## src/design/led_pixel_dim_and_bit_encode_defines.svh

```systemverilog
// Assertion macros shared by the LED pixel dimming and encoding design.
`ifndef LED_PIXEL_DIM_AND_BIT_ENCODE_DEFINES_SVH
`define LED_PIXEL_DIM_AND_BIT_ENCODE_DEFINES_SVH

// Checks that the consequent holds in the same cycle as the antecedent.
`define LPD_ASSERT_SAME(lbl, ante, cons, msg) \
    lbl: assert property (@(posedge clk) disable iff (!rst_n) (ante) |-> (cons)) \
        else $error(msg);

// Checks that the consequent holds in the cycle after the antecedent.
`define LPD_ASSERT_NEXT(lbl, ante, cons, msg) \
    lbl: assert property (@(posedge clk) disable iff (!rst_n) (ante) |=> (cons)) \
        else $error(msg);

`endif

```

## src/design/lpd_pkg.sv

```systemverilog
// Package with the shared types and constants of the LED pixel dimming and encoding design.
package lpd_pkg;

    localparam int BITS_PER_PIXEL = 24;
    localparam int CHAN_W         = 8;
    localparam int DUTY_W         = 7;
    localparam int PROD_W         = CHAN_W + DUTY_W;
    localparam int ADDR_W         = 15;
    localparam int CNT_W          = 5;
    localparam int COUNT_W        = 11;
    localparam int CFG_DATA_W     = 11;
    localparam int RECIP_W        = 13;
    localparam int RECIP_SHIFT    = 19;
    localparam int SCALED_W       = PROD_W + RECIP_W;

    localparam logic [DUTY_W-1:0]   FULL_DUTY  = DUTY_W'(100);
    localparam logic [RECIP_W-1:0]  RECIP_MULT = RECIP_W'(5243);
    localparam logic [CNT_W-1:0]    LAST_SLOT  = CNT_W'(BITS_PER_PIXEL - 1);
    localparam logic [COUNT_W-1:0]  PIXEL_COUNT_RESET = COUNT_W'(1024);

    typedef enum logic [1:0] {
        CFG_PIXEL_COUNT = 2'd0,
        CFG_PULSE_ONE   = 2'd1,
        CFG_PULSE_ZERO  = 2'd2
    } cfg_index_t;

    typedef struct packed {
        logic s1_load;
        logic s2_load;
    } lpd_adv_t;

endpackage

```

## src/design/lpd_lane.sv

```systemverilog
// One color lane that dims a channel byte to floor(channel * duty / 100) in two stages.
module lpd_lane
    import lpd_pkg::*;
(
    input  logic              clk,
    input  lpd_adv_t          adv,
    input  logic [CHAN_W-1:0] channel,
    input  logic [DUTY_W-1:0] duty,
    output logic [CHAN_W-1:0] level
);

    logic [PROD_W-1:0]   prod_reg;
    logic [PROD_W-1:0]   prod_next;
    logic [SCALED_W-1:0] scaled;
    logic [CHAN_W-1:0]   level_reg;
    logic [CHAN_W-1:0]   level_next;

    // The division by 100 is a multiplication by a rounded-up reciprocal.
    assign prod_next  = {{(PROD_W-CHAN_W){1'b0}}, channel} * {{(PROD_W-DUTY_W){1'b0}}, duty};
    assign scaled     = {{(SCALED_W-PROD_W){1'b0}}, prod_reg}
                        * {{(SCALED_W-RECIP_W){1'b0}}, RECIP_MULT};
    assign level_next = scaled[RECIP_SHIFT +: CHAN_W];

    always_ff @(posedge clk)
    begin
        if (adv.s1_load)
        begin
            prod_reg <= prod_next;
        end
        if (adv.s2_load)
        begin
            level_reg <= level_next;
        end
    end

    assign level = level_reg;

endmodule

```

## src/design/lpd_serializer.sv

```systemverilog
// Output stage that takes the three packed dimmed bytes and emits them as 24 pulse values.
`include "led_pixel_dim_and_bit_encode_defines.svh"

module lpd_serializer
    import lpd_pkg::*;
(
    input  logic                        clk,
    input  logic                        rst_n,
    input  logic                        load,
    input  logic [BITS_PER_PIXEL-1:0]   word,
    input  logic [ADDR_W-1:0]           base,
    input  logic [CHAN_W-1:0]           pulse_one,
    input  logic [CHAN_W-1:0]           pulse_zero,
    output logic                        can_load,
    output logic                        out_valid,
    input  logic                        out_ready,
    output logic [CHAN_W-1:0]           pulse_value,
    output logic [ADDR_W-1:0]           slot_address,
    output logic                        last_bit
);

    logic                      busy_reg;
    logic                      busy_next;
    logic [BITS_PER_PIXEL-1:0] shift_reg;
    logic [BITS_PER_PIXEL-1:0] shift_next;
    logic [ADDR_W-1:0]         addr_reg;
    logic [ADDR_W-1:0]         addr_next;
    logic [CNT_W-1:0]          cnt_reg;
    logic [CNT_W-1:0]          cnt_next;
    logic                      fire;
    logic                      at_last;

    assign fire     = busy_reg && out_ready;
    assign at_last  = (cnt_reg == LAST_SLOT);
    assign can_load = !busy_reg || (out_ready && at_last);

    always_comb
    begin
        busy_next  = busy_reg;
        shift_next = shift_reg;
        addr_next  = addr_reg;
        cnt_next   = cnt_reg;
        if (load)
        begin
            busy_next  = 1'b1;
            shift_next = word;
            addr_next  = base;
            cnt_next   = '0;
        end
        else if (fire)
        begin
            shift_next = {shift_reg[BITS_PER_PIXEL-2:0], 1'b0};
            addr_next  = addr_reg + ADDR_W'(1);
            cnt_next   = cnt_reg + CNT_W'(1);
            if (at_last)
            begin
                busy_next = 1'b0;
            end
        end
    end

    always_ff @(posedge clk or negedge rst_n)
    begin
        if (!rst_n)
        begin
            busy_reg <= 1'b0;
            cnt_reg  <= '0;
        end
        else
        begin
            busy_reg <= busy_next;
            cnt_reg  <= cnt_next;
        end
    end

    always_ff @(posedge clk)
    begin
        shift_reg <= shift_next;
        addr_reg  <= addr_next;
    end

    assign out_valid    = busy_reg;
    assign pulse_value  = shift_reg[BITS_PER_PIXEL-1] ? pulse_one : pulse_zero;
    assign slot_address = addr_reg;
    assign last_bit     = at_last;

    `LPD_ASSERT_SAME(a_load_when_free, load, !busy_reg || (out_ready && at_last), "load while busy")
    `LPD_ASSERT_NEXT(a_addr_steps, fire && !at_last && !load, addr_reg == $past(addr_reg) + ADDR_W'(1), "address did not advance")
    `LPD_ASSERT_NEXT(a_done_idle, fire && at_last && !load, !busy_reg, "busy after the last bit")
    `LPD_ASSERT_NEXT(a_load_starts, load, busy_reg && cnt_reg == '0, "load did not start a pixel")

endmodule

```

## src/design/led_pixel_dim_and_bit_encode.sv

```systemverilog
// A pixel passes the product and level registers before its first pulse value is offered.
// A pixel gives 24 pulse values, one per cycle from the shift register while out_ready is high.
// A new pixel is accepted while the previous one is still being shifted out.
// Pixels whose index is at or beyond the pixel count are accepted and give no pulse values.
// Reset clears the pipeline and sets pixel_count to 1024, pulse_one and pulse_zero to 0.
module led_pixel_dim_and_bit_encode
    import lpd_pkg::*;
(
    input  logic                  clk,
    input  logic                  rst_n,
    input  logic                  cfg_we,
    input  logic [1:0]            cfg_index,
    input  logic [CFG_DATA_W-1:0] cfg_wdata,
    input  logic                  in_valid,
    output logic                  in_ready,
    input  logic [9:0]            pixel_index,
    input  logic [CHAN_W-1:0]     red,
    input  logic [CHAN_W-1:0]     green,
    input  logic [CHAN_W-1:0]     blue,
    input  logic [DUTY_W-1:0]     brightness,
    output logic                  out_valid,
    input  logic                  out_ready,
    output logic [CHAN_W-1:0]     pulse_value,
    output logic [ADDR_W-1:0]     slot_address,
    output logic                  last_bit
);

    logic [COUNT_W-1:0] pixel_count_reg;
    logic [CHAN_W-1:0]  pulse_one_reg;
    logic [CHAN_W-1:0]  pulse_zero_reg;

    logic               s1_valid_reg;
    logic               s1_valid_next;
    logic               s2_valid_reg;
    logic               s2_valid_next;
    logic [ADDR_W-1:0]  s1_base_reg;
    logic [ADDR_W-1:0]  s1_base_next;
    logic [ADDR_W-1:0]  s2_base_reg;
    logic               in_fire;
    logic               in_range;
    logic               s2_ready;
    logic               ser_can_load;
    logic               ser_load;
    logic [DUTY_W-1:0]  duty;
    lpd_adv_t           adv;
    logic [CHAN_W-1:0]  red_level;
    logic [CHAN_W-1:0]  green_level;
    logic [CHAN_W-1:0]  blue_level;

    always_ff @(posedge clk or negedge rst_n)
    begin
        if (!rst_n)
        begin
            pixel_count_reg <= PIXEL_COUNT_RESET;
            pulse_one_reg   <= '0;
            pulse_zero_reg  <= '0;
        end
        else if (cfg_we)
        begin
            case (cfg_index)
                CFG_PIXEL_COUNT: pixel_count_reg <= cfg_wdata[COUNT_W-1:0];
                CFG_PULSE_ONE:   pulse_one_reg   <= cfg_wdata[CHAN_W-1:0];
                CFG_PULSE_ZERO:  pulse_zero_reg  <= cfg_wdata[CHAN_W-1:0];
                default:         ;
            endcase
        end
    end

    assign in_range = ({1'b0, pixel_index} < pixel_count_reg);
    assign duty     = (brightness > FULL_DUTY) ? FULL_DUTY : brightness;

    assign ser_load = s2_valid_reg && ser_can_load;
    assign s2_ready = !s2_valid_reg || ser_can_load;
    assign in_ready = !s1_valid_reg || s2_ready;
    assign in_fire  = in_valid && in_ready;

    assign adv.s1_load = in_fire;
    assign adv.s2_load = s1_valid_reg && s2_ready;

    // Slot base is 24 times the index, built as 16x plus 8x.
    assign s1_base_next = {1'b0, pixel_index, 4'b0000} + {2'b00, pixel_index, 3'b000};

    always_comb
    begin
        s1_valid_next = s1_valid_reg;
        s2_valid_next = s2_valid_reg;
        if (in_fire)
        begin
            s1_valid_next = in_range;
        end
        else if (adv.s2_load)
        begin
            s1_valid_next = 1'b0;
        end
        if (adv.s2_load)
        begin
            s2_valid_next = 1'b1;
        end
        else if (ser_load)
        begin
            s2_valid_next = 1'b0;
        end
    end

    always_ff @(posedge clk or negedge rst_n)
    begin
        if (!rst_n)
        begin
            s1_valid_reg <= 1'b0;
            s2_valid_reg <= 1'b0;
        end
        else
        begin
            s1_valid_reg <= s1_valid_next;
            s2_valid_reg <= s2_valid_next;
        end
    end

    always_ff @(posedge clk)
    begin
        if (adv.s1_load)
        begin
            s1_base_reg <= s1_base_next;
        end
        if (adv.s2_load)
        begin
            s2_base_reg <= s1_base_reg;
        end
    end

    lpd_lane u_lane_red (
        .clk     (clk),
        .adv     (adv),
        .channel (red),
        .duty    (duty),
        .level   (red_level)
    );

    lpd_lane u_lane_green (
        .clk     (clk),
        .adv     (adv),
        .channel (green),
        .duty    (duty),
        .level   (green_level)
    );

    lpd_lane u_lane_blue (
        .clk     (clk),
        .adv     (adv),
        .channel (blue),
        .duty    (duty),
        .level   (blue_level)
    );

    lpd_serializer u_serializer (
        .clk          (clk),
        .rst_n        (rst_n),
        .load         (ser_load),
        .word         ({green_level, red_level, blue_level}),
        .base         (s2_base_reg),
        .pulse_one    (pulse_one_reg),
        .pulse_zero   (pulse_zero_reg),
        .can_load     (ser_can_load),
        .out_valid    (out_valid),
        .out_ready    (out_ready),
        .pulse_value  (pulse_value),
        .slot_address (slot_address),
        .last_bit     (last_bit)
    );

endmodule
```

## config.mk

```make
export PLATFORM = sky130hd
export DESIGN_NAME = led_pixel_dim_and_bit_encode
export DESIGN_NICKNAME = d
export VERILOG_FILES = /design/src/design/lpd_pkg.sv /design/src/design/lpd_lane.sv /design/src/design/lpd_serializer.sv /design/src/design/led_pixel_dim_and_bit_encode.sv
export VERILOG_INCLUDE_DIRS = /design/src /design/src/design
export SDC_FILE = /design/constraint.sdc
export NUM_CORES = 1
export LEC_CHECK = 0
export BUFFER_PORTS_ARGS = -buffer_cell sky130_fd_sc_hd__buf_2
export CORE_MARGIN = 1
export CORE_UTILIZATION = 65
export DETAILED_ROUTE_END_ITERATION = 7
export GPL_ROUTABILITY_DRIVEN = 0
export GPL_TIMING_DRIVEN = 0
export PLACE_DENSITY_LB_ADDON = 0.08
export SLEW_MARGIN = 20
export SYNTH_ARGS = -nofsm -noshare
export SYNTH_HDL_FRONTEND = slang
export SYNTH_SLANG_ARGS = --single-unit
export TNS_END_PERCENT = 30
```

## constraint.sdc

```tcl
create_clock -name clk -period 5.4 [get_ports clk]
set_input_delay 0 -clock clk [delete_from_list [all_inputs] [get_ports clk]]
set_output_delay 0 -clock clk [all_outputs]
set_load 0.01 [all_outputs]
```

After elaboration in Yosys (flattened, before gate mapping)
Cells that the tools add are included.
- register bits: 173
- latch bits: 0
- RAM bits: 0
- ROM bits: 0
- output and inout port bits: 26
- logic and storage cells: 66
- memories kept: 0
- $add $sub $neg: 3
- multiply operators: 6
- divide/modulo/power cells: 0
- $lt $le $gt $ge: 2
- equal/unequal tests: 3
- shift operators: 0
- muxes and demuxes: 15
- bitwise gates (word level): 0
- reductions and logical operators: 20
- operators with widths (operator ; count):
    $mul A15 B13 Y27 const B ; 3
    $mux W24 ; 2
    $mul A8 B7 Y15 ; 3
    $mux W15 ; 2
    $add A14 B13 Y15 ; 1
    $add A15 B1 Y15 const B ; 1
    $lt A10 B11 Y1 ; 1
    $mux W5 ; 2
    $mux W8 ; 1
    $reduce_and A2 Y1 ; 4
    $reduce_bool A2 Y1 ; 4
    $gt A7 B7 Y1 const B ; 1
    $mux W1 ; 7
    $mux W7 ; 1
    $add A5 B1 Y5 const B ; 1
    $eq A5 B5 Y1 const B ; 1
    $logic_and A1 B1 Y1 ; 5
    $logic_not A1 Y1 ; 3
    $logic_or A1 B1 Y1 ; 3
    $eq A2 B1 Y1 const B ; 1
    $eq A2 B2 Y1 const B ; 1
    $logic_not A2 Y1 ; 1

Logic depth before layout (Yosys ltp)
- depth after elaboration: 7
- mapped depth: 20

Cells and area by module
Synthesis repeated with hierarchy kept, for this count alone.
- cells, all modules: 2219
- area, all modules: 23159.7 µm²
- modules (own cells, without submodules) (module ; times used ; cells each ; area an instance (µm²)):
    lpd_lane (u_lane_green) ; 1 ; 623 ; 6170.9
    lpd_lane (u_lane_blue) ; 1 ; 619 ; 6167.2
    lpd_lane (u_lane_red) ; 1 ; 601 ; 6012.0
    led_pixel_dim_and_bit_encode ; 1 ; 203 ; 2547.4
    lpd_serializer ; 1 ; 173 ; 2262.2

Worst setup path after synthesis
Ideal clock, no wire load.
- path type: reg2reg
- start: register u_lane_red.prod_reg[8]
- end: register u_lane_red.level_reg[7] (netlist: u_lane_red.level[7]), data pin
- library setup time: 0.265 ns
- arrival: 4.474 ns
- required time: 5.135 ns
- path slack: 0.661 ns
- stages on the path, launching flop included: 17
- buffers on the path: 0
- clock period less this slack: 4.739 ns
- cell sequence: edfxtp_1 > ha_1 > inv_1 > fa_1 > inv_1 > fa_1 > inv_1 > fa_1 > fa_1 > inv_1 > ha_1 > a21o_4 > a311oi_2 > o31a_1 > a21oi_2 > and4_4 > or3_1
- word-level cells in the longest chain between the ends: 1
- RTL lines (element ; RTL line ; text):
    start, declared ; lpd_lane.sv:12 ; logic [PROD_W-1:0] prod_reg;
    start signal, assigned ; lpd_lane.sv:28 ; prod_reg <= prod_next;
    $mul A15 B13 Y27 ; lpd_lane.sv:21 ; * {{(SCALED_W-RECIP_W){1'b0}}, RECIP_MULT};
    net u_lane_red.scaled[26] ; lpd_lane.sv:14 ; logic [SCALED_W-1:0] scaled;
    end signal, assigned ; lpd_lane.sv:32 ; level_reg <= level_next;
    end, declared ; lpd_lane.sv:15 ; logic [CHAN_W-1:0] level_reg;
The timed path passes the listed nets, and every way through them passes these cells.
A chain may end at the register's enable or synchronous reset.

Final worst setup path
- start: register u_lane_green.prod_reg[13]
- end: register u_lane_green.level_reg[5] (netlist: u_lane_green.level[5]), data pin
- word-level cells in the longest chain between the ends: 1
- RTL lines (element ; RTL line):
    start, declared ; lpd_lane.sv:12
    start signal, assigned ; lpd_lane.sv:28
    $mul A15 B13 Y27 ; lpd_lane.sv:21
    net u_lane_green.scaled[24] ; lpd_lane.sv:14
    end signal, assigned ; lpd_lane.sv:32
    end, declared ; lpd_lane.sv:15
The timed path passes the listed nets, and every way through them passes these cells.

==> results by group <==
Worst hold path
  – Min-delay worst type: in2reg
  – Min-delay src: pixel_index[8]
  – Hold depth: 3
  – Hold path endpoint: s1_base_reg[14]

Worst setup path
  – Crit path largest cell delay: ~640 ps
  – Setup crit start: u_lane_green.prod_reg[13]
  – Slowest stage cell, crit path: edfxtp_1
  – CP required: 5590 ps
  – Crit path max-delay family: adder cells
  – Cell breakdown of the critical path: ha_1, inv_1, fa_1, inv_1, fa_1, inv_1, fa_1, inv_1, fa_1, ha_1, o21ai_0, nor2_1, o221ai_2, a211oi_1, o21ai_1, a31oi_1, xor2_1
  – Critical path type: reg2reg
  – CP Max Fanout: 7
  – Worst R2R Start: u_lane_green.prod_reg[13]
  – Worst R2R Setup Slack: between 200 and 300 ps
  – R2r worst-path depth: 17
  – Setup crit end kind: flop
  – Worst Setup Start Kind: flop
  – Crit path DAT: about 5300 ps
  – Buf/Inv on CP: 4
  – RR Endpoint: u_lane_green.level[5]

Layout
  – Max reg flops: 24
  – Layout cells sized above 1: between 7 and 8%
  – Area growth from synthesis to final layout: 8.51%
  – Antenna diode instance count: 0
  – Non-Filler Instances: 2,826
  – Post-layout nets: between 3,000 and 4,000

Clocking
  – Clock tree buffer depth: 2
  – Number of buffers created by CTS: 17
  – Root Buffer: clkbuf_16
  – CTS tree: yes
  – Clock Sinks: about 170
  – H-tree depth: 4
  – Worst skew pair latency: 450 ps
  – Clock slew at reported path FFs: 70 ps

Route
  – Highest routed layer: met4
  – WL final: 44,800 µm
  – Via Count: 15,267
  – Residual DRC count: 2
  – Drt pass-1 iters: 8
  – WL/cell: around 16 µm
  – Via density: 5.40
  – Routed met2 length: around 22,000 µm
  – WL met3: 1550 µm
  – Met1 WL: 20,600 µm
  – Iteration-0 DRC Markers: around 650
  – Routed Antenna Nets: 0

Synthesis
  – Register area share after synthesis: a little over a fifth
  – Synth Area in XOR/XNOR: approximately 3.5%
  – Synth Cell Area: 22,800 µm²
  – Distinct cells, synth: 70
  – Complex-gate fraction of the synthesized area: 5.63%
  – Commonest cells post-synth: inv_1 (539), ha_1 (415), fa_1 (292)
  – Top-area cell type share of the netlist area: 25.7%
  – Post-synth top area cell: fa_1
  – Largest family of logic cells by synthesized area: adder cells
  – Main area contributors after synthesis: fa_1 (26%), ha_1 (23%), edfxtp_1 (17%)
  – FFs w/ async S/R, synth: a little over a fifth
  – Post-synth EDFFs: approximately 130
  – Dominant synthesized flop cell: edfxtp_1
  – Simple-Gate Fraction of Synth Area: between 10% and 20%
  – Syn Inst Count: approximately 2,200
  – Post-synth net total: ~3,000
  – Count leader, synth: inv_1
  – Syn avg cell area: 10.2 µm²
  – Seq cells post-synth: between 150 and 200
  – Multiplexer share of the synthesized area: 1.38%
  – Synthesis Warnings: 0
  – Post-Synth Adder-Cell Area: roughly half

Pwr
  – Lkg Pwr: around 13 nW
  – Peak supply drop: between 0.2 and 0.25 mV
  – Pwr dens: roughly 300 nW/µm²

Global route
  – Initial antenna violation count: 0
  – First-pass GRT wire length: 76,700 µm
  – GR Util All Layers: around 27%
  – Vias in the first global route: 16,050
  – Largest net degree at the start of global routing: 47
  – Grt ovf: 0

Placed design
  – Placed Cells: between 2,000 and 3,000
  – I/O Buffers: 84
  – Post-DP HPWL: 37,400 µm

Floorplan
  – Core ar.: between 30,000 and 40,000 µm²
  – Initial Utilization: ~66%
  – Die H: between 150 and 200 µm
  – Die W: 189 µm
  – Rows: 68
  – Die area: about 36,000 µm²
  – I/O pin cnt: 85

STA
  – Tightest Pin Transition: between 1000 and 1500 ps
  – Sum of negative setup slack: 0 ps
  – Hold WS: about 16 ps
  – Setup violators final: 0
  – Unrepaired setup endpoints after global routing: no
  – Max_slew headroom: between 30% and 40%
  – Period minus WS final: slightly above 5000 ps
  – Max Clock Skew: ~10 ps
  – Final Hold Violating Endpoints: 0
  – Final count of pins violating max slew: 0
  – F_max: 0.195 GHz
  – Final period utilization: 95.1%

Run status
  – Outcome: finished with violations
  – Violated checks: design-rule violations

Run
  – Maxcap violations: 0
[worst reg2reg max path, stage by stage, from the launching register on]
cell and delay (ps):
edfxtp_1 640, ha_1 420, inv_1 50, fa_1 490
inv_1 60, fa_1 500, inv_1 50, fa_1 530
inv_1 60, fa_1 440, ha_1 310, o21ai_0 80
nor2_1 200, o221ai_2 160, a211oi_1 410, o21ai_1 170
a31oi_1 230, xor2_1 90
[how the worst max path moves through the flow]
stage / to / slack (ps) / depth (start not counted)
global placement: u_lane_red.prod_reg[14] / -50 / 19
finish: u_lane_green.level[5] / 270 / 17
CTS: u_lane_green.level[3] / 160 / 17
global route: u_lane_green.level[3] / 3 / 17
floorplan: u_lane_red.level[7] / 660 / 16
detailed placement: u_lane_red.prod_reg[14] / -90 / 19
[final cells by class]
cell class / count / area [µm²]
multi-input cells: 1488 / 15800
fillers: 2607 / 9840
flip-flops and latches: 167 / 4840
inverters: 540 / 2030
repair buffers: 115 / 726
well taps: 455 / 569
clock buffers: 18 / 429
clock inverters: 14 / 159
plain buffers: 29 / 109
[layout by cell type, fill, tap and decap left out, types with 4 or more instances in the layout]
cell,instances
a211oi_1,5
a21o_1,16
a21oi_1,66
a31oi_1,4
and2_1,95
and3_1,45
buf_2,84
buf_4,10
clkbuf_1,30
clkbuf_16,17
clkinv_4,4
dfrtp_1,34
dlygate4sd3_1,19
edfxtp_1,132
fa_1,292
ha_1,413
inv_1,539
mux2_2,27
nand2_1,169
nand2b_1,11
nand3_1,18
nand3b_1,4
nand4_1,13
nor2_1,45
nor2b_1,10
nor3_1,16
o211ai_1,8
o21a_1,5
o21ai_0,29
o21ai_1,25
o21bai_1,10
o31ai_1,4
or2_2,5
or3_1,6
xnor2_1,57
xor2_1,33
[through the flow]
step                utilization (%)  power, mW  cell area [µm²]  worst slack, ps
floorplan                         -       5.06            22800              661
global placement               68.8       5.90            23800            -50.7
detailed placement             68.9       6.06            23800            -92.4
CTS                            71.2       7.34            24600              159
global route                   71.5       8.10            24700             2.78
finish                         71.5       7.35            24700              267
[logic make-up after synthesis]
| kind of cell | after synthesis |
|---|---|
| adder cells (fa/ha/maj) | 707 |
| flip-flops | 167 |
| multiplexers | 28 |
| AO/OA/AOI/OAI | 200 |
| buffers and inverters | 569 |
| AND/OR/NAND/NOR | 463 |
| XOR/XNOR | 90 |
[timing repair]
item	CTS	global route
resized for setup	0	6
setup buffers	0	10
endpoints found under the setup margin	0	2
endpoints found under the hold margin	67	0
hold buffers	19	0
[report_power, final]
group / internal, mW / total [mW] / switching, mW
sequential: 1.64 / 1.72 / 0.0752
clock: 0.620 / 1.21 / 0.594
combinational: 1.96 / 4.41 / 2.45
total: 4.22 / 7.35 / 3.12
[routing by layer]
metal	vias up	global-route usage, %
met2	286	46.0
li1	7411	-
met1	7527	37.1
met5	-	0
met4	0	6.76
met3	43	2.63
Note: power is estimated with default switching activity, not from simulation.
